$ cat src/rdl_pkg.sv
`timescale 1ns / 1ps
package rdl_pkg;

  // fixed field widths
  localparam int unsigned CHAR_W  = 8;
  localparam int unsigned LIMB_W  = 60;
  localparam int unsigned DIGIT_W = 6;
  localparam int unsigned RADIX_W = 3;
  localparam int unsigned PADDR_W = 3;
  localparam int unsigned PDATA_W = 32;
  localparam int unsigned OUT_TDATA_W = 64;
  localparam int unsigned OUT_TUSER_W = 2;

  // result queue
  localparam int unsigned Q_DEPTH = 4;
  localparam int unsigned Q_PTR_W = 2;
  localparam int unsigned Q_CNT_W = 3;

  // register map (word index taken from paddr[2])
  localparam logic REG_RADIX_LOG2 = 1'b0;
  localparam logic [RADIX_W-1:0] RADIX_LOG2_RST = 3'd4;
  localparam logic [RADIX_W-1:0] RADIX_LOG2_MIN = 3'd1;
  localparam logic [RADIX_W-1:0] RADIX_LOG2_MAX = 3'd6;
  localparam logic [RADIX_W-1:0] FOLD_MAX_LOG2  = 3'd5;

  // character codes
  localparam logic [CHAR_W-1:0] CH_PLUS  = 8'h2B;
  localparam logic [CHAR_W-1:0] CH_MINUS = 8'h2D;
  localparam logic [CHAR_W-1:0] CH_SLASH = 8'h2F;
  localparam logic [CHAR_W-1:0] CH_CR    = 8'h0D;
  localparam logic [CHAR_W-1:0] CH_LF    = 8'h0A;
  localparam logic [CHAR_W-1:0] CH_0     = 8'h30;
  localparam logic [CHAR_W-1:0] CH_9     = 8'h39;
  localparam logic [CHAR_W-1:0] CH_UA    = 8'h41;
  localparam logic [CHAR_W-1:0] CH_UZ    = 8'h5A;
  localparam logic [CHAR_W-1:0] CH_LA    = 8'h61;
  localparam logic [CHAR_W-1:0] CH_LZ    = 8'h7A;
  localparam logic [CHAR_W-1:0] CASE_GAP = 8'h20;

  localparam logic [DIGIT_W-1:0] DIG_PLUS  = 6'd62;
  localparam logic [DIGIT_W-1:0] DIG_SLASH = 6'd63;
  localparam logic [DIGIT_W-1:0] DIG_UPPER = 6'd10;
  localparam logic [DIGIT_W-1:0] DIG_LOWER = 6'd36;

  typedef struct packed {
    logic               ok;     // character is a digit of the radix
    logic [DIGIT_W-1:0] value;
  } digit_t;

  typedef struct packed {
    logic [LIMB_W-1:0] limb_value;
    logic              limb_last;
    logic              negative;
    logic              invalid;
  } result_t;

endpackage

$ cat src/rdl_digit_map.sv
`timescale 1ns / 1ps
module rdl_digit_map
  import rdl_pkg::*;
(
  input  logic [CHAR_W-1:0]  char_i,
  input  logic [RADIX_W-1:0] radix_log2_i,  // already clamped to 1..6
  output digit_t             digit_o
);

  logic [CHAR_W-1:0]  folded;
  logic [CHAR_W-1:0]  offs;
  logic [DIGIT_W-1:0] val;
  logic               is_dig;
  logic [DIGIT_W-1:0] high_bits;

  always_comb begin
    folded = char_i;
    if (radix_log2_i <= FOLD_MAX_LOG2 && char_i inside {[CH_LA:CH_LZ]}) begin
      folded = char_i - CASE_GAP;
    end
    offs   = '0;
    val    = '0;
    is_dig = 1'b1;
    if (folded inside {[CH_0:CH_9]}) begin
      offs = folded - CH_0;
      val  = offs[DIGIT_W-1:0];
    end else if (folded inside {[CH_UA:CH_UZ]}) begin
      offs = folded - CH_UA;
      val  = offs[DIGIT_W-1:0] + DIG_UPPER;
    end else if (folded inside {[CH_LA:CH_LZ]}) begin
      offs = folded - CH_LA;
      val  = offs[DIGIT_W-1:0] + DIG_LOWER;
    end else if (folded == CH_PLUS) begin
      val = DIG_PLUS;
    end else if (folded == CH_SLASH) begin
      val = DIG_SLASH;
    end else begin
      is_dig = 1'b0;
    end
    // digit must be below 2^radix_log2
    high_bits     = val >> radix_log2_i;
    digit_o.ok    = is_dig && (high_bits == '0);
    digit_o.value = val;
  end

endmodule

$ cat src/rdl_packer.sv
`timescale 1ns / 1ps
module rdl_packer
  import rdl_pkg::*;
#(
  parameter int unsigned LIMB_BITS = 60
) (
  input  logic               clk_i,
  input  logic               rst_ni,
  input  logic               accept_i,
  input  logic [CHAR_W-1:0]  char_i,
  input  logic               last_i,
  input  logic [RADIX_W-1:0] radix_log2_i,
  input  digit_t             digit_i,
  output result_t            res0_o,
  output result_t            res1_o,
  output logic [1:0]         n_push_o
);

  localparam int unsigned CNT_W = $clog2(LIMB_BITS);
  localparam int unsigned SUM_W = CNT_W + 1;
  localparam int unsigned SH_W  = LIMB_BITS + DIGIT_W;

  logic [LIMB_BITS-1:0] buf_q, buf_d;
  logic [CNT_W-1:0]     cnt_q, cnt_d;
  logic                 seen_q, seen_d;
  logic                 disc_q, disc_d;

  logic [SH_W-1:0]      shifted;
  logic [SUM_W-1:0]     sum;
  logic [SUM_W-1:0]     sum_wrap;
  logic                 full;
  logic [LIMB_BITS-1:0] merged;
  logic [LIMB_BITS-1:0] carry;
  logic [LIMB_BITS-1:0] tail;

  always_comb begin
    shifted  = SH_W'(digit_i.value) << cnt_q;
    sum      = SUM_W'(cnt_q) + SUM_W'(radix_log2_i);
    sum_wrap = sum - SUM_W'(LIMB_BITS);
    full     = sum >= SUM_W'(LIMB_BITS);
    merged   = buf_q | shifted[LIMB_BITS-1:0];
    carry    = LIMB_BITS'(shifted[SH_W-1:LIMB_BITS]);
    tail     = full ? carry : merged;
  end

  always_comb begin
    buf_d    = buf_q;
    cnt_d    = cnt_q;
    seen_d   = seen_q;
    disc_d   = disc_q;
    res0_o   = '0;
    res1_o   = '0;
    n_push_o = 2'd0;
    if (accept_i) begin
      if (disc_q) begin
        // drop everything up to the end of the number
        if (last_i) begin
          disc_d = 1'b0;
        end
      end else if (last_i && char_i == CH_MINUS) begin
        res0_o.limb_value = LIMB_W'(buf_q);
        res0_o.limb_last  = 1'b1;
        res0_o.negative   = 1'b1;
        n_push_o = 2'd1;
        buf_d    = '0;
        cnt_d    = '0;
        seen_d   = 1'b0;
      end else if (!seen_q && (char_i == CH_CR || char_i == CH_LF)) begin
        if (last_i) begin
          res0_o.limb_value = LIMB_W'(buf_q);
          res0_o.limb_last  = 1'b1;
          n_push_o = 2'd1;
          buf_d    = '0;
          cnt_d    = '0;
        end
      end else if (!digit_i.ok) begin
        res0_o.limb_last = 1'b1;
        res0_o.invalid   = 1'b1;
        n_push_o = 2'd1;
        buf_d    = '0;
        cnt_d    = '0;
        seen_d   = 1'b0;
        disc_d   = !last_i;
      end else begin
        seen_d = 1'b1;
        buf_d  = tail;
        cnt_d  = full ? sum_wrap[CNT_W-1:0] : sum[CNT_W-1:0];
        if (full) begin
          res0_o.limb_value = LIMB_W'(merged);
          res1_o.limb_value = LIMB_W'(tail);
          res1_o.limb_last  = 1'b1;
          n_push_o = last_i ? 2'd2 : 2'd1;
        end else begin
          res0_o.limb_value = LIMB_W'(tail);
          res0_o.limb_last  = 1'b1;
          n_push_o = last_i ? 2'd1 : 2'd0;
        end
        if (last_i) begin
          buf_d  = '0;
          cnt_d  = '0;
          seen_d = 1'b0;
        end
      end
    end
  end

  always_ff @(posedge clk_i or negedge rst_ni) begin
    if (!rst_ni) begin
      buf_q  <= '0;
      cnt_q  <= '0;
      seen_q <= 1'b0;
      disc_q <= 1'b0;
    end else begin
      buf_q  <= buf_d;
      cnt_q  <= cnt_d;
      seen_q <= seen_d;
      disc_q <= disc_d;
    end
  end

endmodule

$ cat src/rdl_out_queue.sv
`timescale 1ns / 1ps
module rdl_out_queue
  import rdl_pkg::*;
(
  input  logic             clk_i,
  input  logic             rst_ni,
  input  result_t          res0_i,
  input  result_t          res1_i,
  input  logic [1:0]       n_push_i,
  input  logic             pop_i,
  output result_t          head_o,
  output logic             not_empty_o,
  output logic             room2_o,
  output logic [Q_CNT_W-1:0] count_o
);

  result_t              mem_q [Q_DEPTH];
  logic [Q_PTR_W-1:0]   wr_q, wr_d, rd_q, rd_d;
  logic [Q_CNT_W-1:0]   cnt_q, cnt_d;
  logic [Q_PTR_W-1:0]   wr_next;

  always_comb begin
    wr_next = wr_q + Q_PTR_W'(1);
    wr_d    = wr_q + Q_PTR_W'(n_push_i);
    rd_d    = pop_i ? rd_q + Q_PTR_W'(1) : rd_q;
    cnt_d   = cnt_q + Q_CNT_W'(n_push_i) - Q_CNT_W'(pop_i);
  end

  always_ff @(posedge clk_i) begin
    if (n_push_i != 2'd0) begin
      mem_q[wr_q] <= res0_i;
    end
    if (n_push_i == 2'd2) begin
      mem_q[wr_next] <= res1_i;
    end
  end

  always_ff @(posedge clk_i or negedge rst_ni) begin
    if (!rst_ni) begin
      wr_q  <= '0;
      rd_q  <= '0;
      cnt_q <= '0;
    end else begin
      wr_q  <= wr_d;
      rd_q  <= rd_d;
      cnt_q <= cnt_d;
    end
  end

  assign head_o      = mem_q[rd_q];
  assign not_empty_o = cnt_q != '0;
  assign room2_o     = cnt_q <= Q_CNT_W'(Q_DEPTH - 2);
  assign count_o     = cnt_q;

endmodule

$ cat src/pow2_radix_digits_to_limbs_core.sv
`timescale 1ns / 1ps
// power-of-two radix string to bignum limbs
//
// slave stream: one ascii character per transaction, least significant first;
//   s_axis_tdata holds char_code, s_axis_tlast marks the most significant
//   character, which ends the number
// master stream: one limb per transaction, least significant limb first;
//   m_axis_tlast marks the final limb (or the single error transaction),
//   m_axis_tuser carries negative and invalid
// apb port: one register, radix_log2 at byte address 0 (bits per digit);
//   write it only while the block is idle
// results of a character are registered in the result queue before they leave
// throughput: one character per cycle while s_axis_tready is high; decode and
//   packing are a single combinational step from the accepted character and the
//   packing state into a four-entry result queue; a character that fills a limb
//   and ends the number pushes two results, so over a long run the queue drains
//   at one limb per cycle while m_axis_tready is high
// stall: s_axis_tready drops only when the queue has fewer than two free
//   entries, so up to two limbs can wait while characters keep flowing
// reset: queue empty, packing state cleared, radix_log2 = 4 (hex)
module pow2_radix_digits_to_limbs_core
  import rdl_pkg::*;
#(
  parameter int unsigned LIMB_BITS = 60
) (
  input  logic                   clk_i,
  input  logic                   rst_ni,
  // character stream
  input  logic                   s_axis_tvalid,
  output logic                   s_axis_tready,
  input  logic [CHAR_W-1:0]      s_axis_tdata,   // [7:0] char_code
  input  logic                   s_axis_tlast,
  // limb stream
  output logic                   m_axis_tvalid,
  input  logic                   m_axis_tready,
  output logic [OUT_TDATA_W-1:0] m_axis_tdata,   // [59:0] limb_value, rest zero
  output logic                   m_axis_tlast,
  output logic [OUT_TUSER_W-1:0] m_axis_tuser,   // [0] negative, [1] invalid
  // configuration
  input  logic                   psel,
  input  logic                   penable,
  input  logic                   pwrite,
  input  logic [PADDR_W-1:0]     paddr,
  input  logic [PDATA_W-1:0]     pwdata,
  output logic [PDATA_W-1:0]     prdata,
  output logic                   pready
);

  logic [RADIX_W-1:0] radix_q, radix_d;
  logic [RADIX_W-1:0] radix_eff;
  logic               cfg_wr;
  logic               in_accept;
  logic               out_pop;
  digit_t             digit;
  result_t            res0, res1, head;
  logic [1:0]         n_push;
  logic               q_not_empty;
  logic               q_room2;
  logic [Q_CNT_W-1:0] q_count;

  // register write lands in the access phase
  assign pready = 1'b1;
  assign cfg_wr = psel && penable && pwrite && pready;

  always_comb begin
    radix_d = radix_q;
    if (cfg_wr && paddr[2] == REG_RADIX_LOG2) begin
      radix_d = pwdata[RADIX_W-1:0];
    end
  end

  always_ff @(posedge clk_i or negedge rst_ni) begin
    if (!rst_ni) begin
      radix_q <= RADIX_LOG2_RST;
    end else begin
      radix_q <= radix_d;
    end
  end

  assign prdata = (paddr[2] == REG_RADIX_LOG2) ? PDATA_W'(radix_q) : '0;

  // 0 behaves as binary, 7 as radix 64
  always_comb begin
    radix_eff = radix_q;
    if (radix_q < RADIX_LOG2_MIN) begin
      radix_eff = RADIX_LOG2_MIN;
    end else if (radix_q > RADIX_LOG2_MAX) begin
      radix_eff = RADIX_LOG2_MAX;
    end
  end

  assign s_axis_tready = q_room2;
  assign in_accept     = s_axis_tvalid && s_axis_tready;
  assign out_pop       = m_axis_tvalid && m_axis_tready;

  rdl_digit_map u_digit_map (
    .char_i       (s_axis_tdata),
    .radix_log2_i (radix_eff),
    .digit_o      (digit)
  );

  rdl_packer #(
    .LIMB_BITS (LIMB_BITS)
  ) u_packer (
    .clk_i        (clk_i),
    .rst_ni       (rst_ni),
    .accept_i     (in_accept),
    .char_i       (s_axis_tdata),
    .last_i       (s_axis_tlast),
    .radix_log2_i (radix_eff),
    .digit_i      (digit),
    .res0_o       (res0),
    .res1_o       (res1),
    .n_push_o     (n_push)
  );

  rdl_out_queue u_out_queue (
    .clk_i       (clk_i),
    .rst_ni      (rst_ni),
    .res0_i      (res0),
    .res1_i      (res1),
    .n_push_i    (n_push),
    .pop_i       (out_pop),
    .head_o      (head),
    .not_empty_o (q_not_empty),
    .room2_o     (q_room2),
    .count_o     (q_count)
  );

  assign m_axis_tvalid = q_not_empty;
  assign m_axis_tdata  = OUT_TDATA_W'(head.limb_value);
  assign m_axis_tlast  = head.limb_last;
  assign m_axis_tuser  = {head.invalid, head.negative};

  // queue never overfills
  a_queue_bound: assert property (@(posedge clk_i) disable iff (!rst_ni)
    q_count <= Q_CNT_W'(Q_DEPTH))
    else $error("result queue overflow");

  // an error transaction always closes the number
  a_invalid_last: assert property (@(posedge clk_i) disable iff (!rst_ni)
    m_axis_tvalid && m_axis_tuser[1] |-> m_axis_tlast && !m_axis_tuser[0])
    else $error("error result without tlast or with negative");

  // sign only appears on a final limb
  a_neg_last: assert property (@(posedge clk_i) disable iff (!rst_ni)
    m_axis_tvalid && m_axis_tuser[0] |-> m_axis_tlast)
    else $error("negative flag on a non-final limb");

  // nothing is pushed without an accepted character
  a_push_needs_accept: assert property (@(posedge clk_i) disable iff (!rst_ni)
    !in_accept |-> n_push == 2'd0)
    else $error("result pushed without input transaction");

endmodule

$ cat config.mk
export PLATFORM = sky130hd
export DESIGN_NAME = pow2_radix_digits_to_limbs_core
export DESIGN_NICKNAME = d
export VERILOG_FILES = /design/src/rdl_pkg.sv /design/src/rdl_digit_map.sv /design/src/rdl_packer.sv /design/src/rdl_out_queue.sv /design/src/pow2_radix_digits_to_limbs_core.sv
export SDC_FILE = /design/constraint.sdc
export NUM_CORES = 1
export LEC_CHECK = 0
export ABC_AREA = 1
export ABC_CLOCK_PERIOD_IN_PS = 5400
export BUFFER_PORTS_ARGS = -buffer_cell sky130_fd_sc_hd__buf_2
export CORE_MARGIN = 5
export CORE_UTILIZATION = 45
export DETAILED_ROUTE_END_ITERATION = 10
export PLACE_DENSITY = 0.6
export SLEW_MARGIN = 15
export SYNTH_ARGS = -nofsm -noshare
export SYNTH_HDL_FRONTEND = slang
export SYNTH_SLANG_ARGS = --single-unit
$ cat constraint.sdc
create_clock -name clk_i -period 5.4 [get_ports clk_i]
set_input_delay 0.81 -clock clk_i [delete_from_list [all_inputs] [get_ports clk_i]]
set_output_delay 0.81 -clock clk_i [all_outputs]
set_load 0.01 [all_outputs]
; ---- Word-level counts from Yosys, hierarchy flattened
; Memories as Yosys holds them, arrays and structs flattened.
; Index checks and enable logic that the tools add are counted.
[classes]
bitwise_logic = 3
reduce_logical = 21
add_sub_neg = 13
mux = 65
magnitude_cmp = 13
eq_ne = 8
shifts = 2
[op_table]
columns = op, count
row1 = 2-to-1 mux 61 bit, 9
row2 = 2-to-1 mux 60 bit, 8
row3 = 2-to-1 mux 63 bit, 2
row4 = 2-to-1 mux 6 bit, 11
row5 = left shift 6 x 6 -> 66 bit, 1
row6 = OR 60 bit, 1
row7 = "equality test 8 x 6 -> 1 bit, second input constant", 3
row8 = ">= comparator 8 x 7 -> 1 bit, second input constant", 3
row9 = "<= comparator 8 x 7 -> 1 bit, second input constant", 3
row10 = 2-to-1 mux 1 bit, 24
row11 = "subtractor 6 bit, second input constant", 3
row12 = "equality test 8 x 4 -> 1 bit, second input constant", 2
row13 = 2-to-1 mux 2 bit, 7
row14 = logical AND 1 bit, 13
row15 = 2-to-1 mux 3 bit, 3
row16 = ">= comparator 8 x 6 -> 1 bit, second input constant", 1
row17 = "<= comparator 8 x 6 -> 1 bit, second input constant", 1
row18 = 2-to-1 mux 8 bit, 1
row19 = "subtractor 8 x 6 -> 8 bit, second input constant", 1
row20 = adder 6 x 3 -> 7 bit, 1
row21 = ">= comparator 7 x 6 -> 1 bit, second input constant", 1
row22 = "adder 6 x 4 -> 6 bit, second input constant", 1
row23 = "adder 6 bit, second input constant", 1
row24 = logical NOT 6 bit, 1
row25 = other kinds (19), 23
[totals]
output_inout_bits = 102
word_cells = 134
register_bits = 78
inputBits = 51
ramBits = 252
n_memories = 1
[mem_list]
columns = name, words, width, read_ports, rd_ports_with_merged_regs, wr, line
row1 = u_out_queue.mem_q, 4, 63, 1, 0, 2, rdl_out_queue.sv:17  ; result_t mem_q [Q_DEPTH];

; ---- Logic depth before layout (Yosys ltp)
[logic_depth]
word_depth = 23
mapped_depth = 35
mapped_depth_nobuf = 35

; ---- Modules after synthesis
; From an unflattened synthesis, not the netlist that was laid out.
[hier_totals]
hier_cells = 2894
hier_area_um2 = 21499.4
[modules_own_cells]
columns = mod, seq_area_each_um2, cells_each, instances, area_each_um2
row1 = rdl_out_queue, 7742.4, 1814, 1, 14308.7
row2 = rdl_packer, 1701.6, 864, 1, 5890.6
row3 = rdl_digit_map, 0.0, 148, 1, 842.1
row4 = pow2_radix_digits_to_limbs_core, 76.3, 68, 1, 457.9

; ---- Least setup slack after synthesis
; No wires, ideal clock.
[synth_timing]
kind = input to register
from = input port s_axis_tdata[1]
to = memory u_out_queue.mem_q[0][10] (netlist name), enable pin
setup_slack_ns = 0.014
t_required_ns = 4.979
arrival_time_ns = 4.966
path_stages = 34
path_cell_list = inv_1 -> ha_1 -> inv_2 -> nor2_2 -> nand3_1 -> nand2_1 -> inv_2 -> nand2_1 -> nand2_2 -> inv_2 -> ha_1 -> inv_1 -> nand2_1 -> nand3_1 -> nor2_4 -> nand2_2 -> nand2_2 -> nand2_1 -> nand2_1 -> nand2_2 -> nand2_1 -> inv_2 -> nand2_2 -> nand3_1 -> nand2_1 -> inv_2 -> nand2_4 -> nand2_2 -> nand2_2 -> nand2_4 -> nand2_8 -> nand2_8 -> buf_6 -> nand2_1
[synth_lines]
columns = element, line
row1 = from (decl), pow2_radix_digits_to_limbs_core.sv:31  ; input logic [CHAR_W-1:0] s_axis_tdata,
row2 = to (decl), rdl_out_queue.sv:17

; ---- Worst setup path in the final report
[layout_timing]
from = input port s_axis_tdata[1]
to = register u_packer.buf_q[0]
[layout_between]
elab_chain_cells = 17
word_cells_on_any_way = 50
cone_classes = add/sub (6) / order compare (8) / eq/ne (6) / shift (2) / mux (16) / bitwise (1) / reduce/logical (11)
[layout_lines]
columns = element, line
row1 = "parallel branches: the longest is 17 deep, another holds >= comparator 8 x 7 -> 1 bit", n/a
row2 = to (signal assigned), rdl_packer.sv:114  ; buf_q <= buf_d;
row3 = to (decl), rdl_packer.sv:23  ; logic [LIMB_BITS-1:0] buf_q, buf_d;
; Several ways; the timed one is not identified.
; A chain may end at the register's enable or synchronous reset.

==> reports/results.ini <==
[die]
core_area_sq_mm=0.0399
die_y_um=211
io_pins=153
dieArea_sq_mm=0.0447
initial_core_util=0.457
fp.dieW_um=211
std_cell_rows=73

[layout]
area_delta_synth_final_pct=10.0
final_nets=2300
final_common_cell=nor2_1
post-route-util=0.503
layout_common_cells=nor2_1, nand2_1, o21ai_0
n_antenna_cell=0
layout-drive-gt1-share=0.105

[grt]
antenna_found_initial=0
grt.total_usage=0.228
globalRouteOverflowTotal=0
grt_max_degree=83
grt_pass1_wl_mm=81.0
grt_pass1_vias=14400

[worst_setup_path]
reg2reg_setup_slack_ns=1.03
crit_top_cell=nand2_1
worstSetupStartpointType=input port
critPathTopFamily=simple AND/OR/NAND/NOR gates
slowest_stage=buf_4
cp-end-kind=register
crit_fanout=34
path_buf_inv=8
r2r_cells=29
crit_path_start=s_axis_tdata[1]
slowest_delay_ns=0.41
required_ns=5.85
cp.depth=32
crit_arrival_ns=5.06
crit_path_end=u_packer.buf_q[0]
crit_type=input port to register
r2r_start=radix_q[2]
r2r-end=u_packer.buf_q[0]

[timing]
finalSetupViolCount=0
slew_violations=0
max_freq_mhz=217
tightest_slew_ns=1.07
maxSlewHeadroom=0.288
tns_ns=0
hold_slack_ns=0.259
hold_viol=0
rsz0062_at_grt=no
finClkSkew_ns=0.00911
period_share=0.854
period_minus_slack_ns=4.61

[detailed_routing]
vias=15000
avgRoutedWirePerCell_um=18.6
dr_wl_met2_mm=24.9
topRoutingLayerUsed=met4
wirelength_mm=51.5
firstDrtPassIters=5
dr_wl_met3_mm=3.03
viasPerCell=5.39
met1Wirelength_mm=21.8
ant_nets=0
drc=0
drt_iter0_drc=1148

[clocking]
cts_hold_buf=0
clkLatencyLatePin_ns=0.53
cts_sinks=330
cts_made_buffers=37
clockBufferDepth=3
root_buffer=clkbuf_16
clk_pin_slew_ns=0.06
cts_tree=done
cts_resized=0
cts_setup_buffers=0
htreeDepth=2

[power_and_ir_drop]
power.density_mw_per_mm2=436
p_sw_frac=0.394
power_frac_clock=0.277
p_leak_nw=8.14
peakVddDrop_uv=228
p_sw_mw=3.45
p_int_mw=5.30
seqPwrFrac=0.365
power_frac_comb=0.357

[synthesis]
seq_area_frac_synth=0.517
yosys.area_share.adder=0.0159
async_flop_share=0.236
avgSynthCellArea_sq_um=8.32
synth_top_family_by_area=simple AND/OR/NAND/NOR gates
synth_area_sq_mm=0.0182
synthSimpleGateAreaFrac=0.230
synth_xor_area_frac=0.00864
syn_inst=2193
synthMuxAreaShare=0
synth_flop_cell=edfxtp_1
ys_seq_elements=330
synth_compound_area_frac=0.125
ys_types=47
synth_edf_count=244
synth_warnings=0

[run]
cap_viol_max_count=0

[min_path]
hold_path.class=input port to asynchronous set/reset pin

[placement]
gp_congestion=0.896
hpwl_mm=31.4
io_buffer_count=87

[outcome]
outcome=finished, final reports clean

-- final cells by class --
cell class                      count  area [sq um]
Multi-Input combinational cell   1491          7080
Timing Repair Buffer              127           826
Clock inverter                     17           144
Tap cell                          525           657
Fill cell                        3810         19800
Sequential cell                   330          9450
Inverter                          240           912
Clock buffer                       48          1010
-- through the flow --
stage                     area (sq um)  total power, mW  cells  setup WS, ns
after global placement           18900             6.35   2713         0.324
after global routing             20100             9.26   2778         0.367
after CTS                        20100             8.82   2778         0.841
after detailed placement         18900             6.39   2713         0.289
final                            20100             8.75   2778         0.790
after floorplan                  18400             5.25   2225        0.0138
-- cells in the mapped netlist, types with 22 or more instances --
cell type / count / area share
nor2_1: 452 / 0.093
nand2_1: 337 / 0.069
o21ai_0: 246 / 0.067
edfxtp_1: 244 / 0.40
inv_1: 224 / 0.046
nand3_1: 130 / 0.036
clkbuf_1: 78 / 0.016
dfrtp_1: 77 / 0.11
o22ai_1: 75 / 0.026
o21ai_1: 67 / 0.018
buf_4: 44 / 0.018
nand4_1: 27 / 0.0093
buf_6: 22 / 0.014
-- how the worst min path moves through the flow --
stage,from,endpoint
2_1_floorplan,u_out_queue.mem_q[1][0],u_out_queue.mem_q[1][0]
3_3_place_gp,u_out_queue.mem_q[2][1],u_out_queue.mem_q[2][1]
3_5_place_dp,u_out_queue.mem_q[2][0],u_out_queue.mem_q[2][0]
4_1_cts,rst_ni,u_packer.buf_q[36]
5_1_grt,rst_ni,u_packer.buf_q[36]
6_report,rst_ni,u_packer.buf_q[36]
-- registers in the layout (all words and copies together) (netlist names) --
| register | count |
|---|---|
| u_out_queue.mem_q | 252 |
| radix_q | 3 |
| u_out_queue.rd_q | 2 |
| u_out_queue.count_o | 3 |
| u_packer.seen_q | 1 |
| u_out_queue.wr_q | 2 |
| u_packer.buf_q | 60 |
| u_packer.cnt_q | 6 |
| u_packer.disc_q | 1 |
-- metal layers --
layer	global-route usage	vias to the layer above
met4	0.0744	0
met2	0.382	439
met3	0.0342	93
met5	0	-
li1	-	7257
met1	0.306	7192
-- cells by family after synthesis --
logic type | after synthesis
AOI/OAI and AO/OA | 427
other | 2
adders and majority gates | 22
buffers and inverters | 404
DFF | 330
and+or+nand+nor | 990
xor gates and xnor gates | 18
-- worst reg2reg max path, delay by kind of cell, from the launching register on --
family	cells	cell delay, ns
and+or+nand+nor	20	2.08
buffers and inverters	6	1.11
DFF	1	0.58
AOI/OAI and AO/OA	2	0.29
adders and majority gates	1	0.21
-- power groups by stage --
stage | Clock [mW] | Combinational [mW] | Sequential, mW
after floorplan | 0 | 2.16 | 3.09
after global placement | 0 | 3.11 | 3.23
after detailed placement | 0 | 3.15 | 3.24
after CTS | 2.47 | 3.16 | 3.19
after global routing | 2.58 | 3.46 | 3.22
final | 2.43 | 3.13 | 3.20
Note: power is estimated with default switching activity, not from simulation.
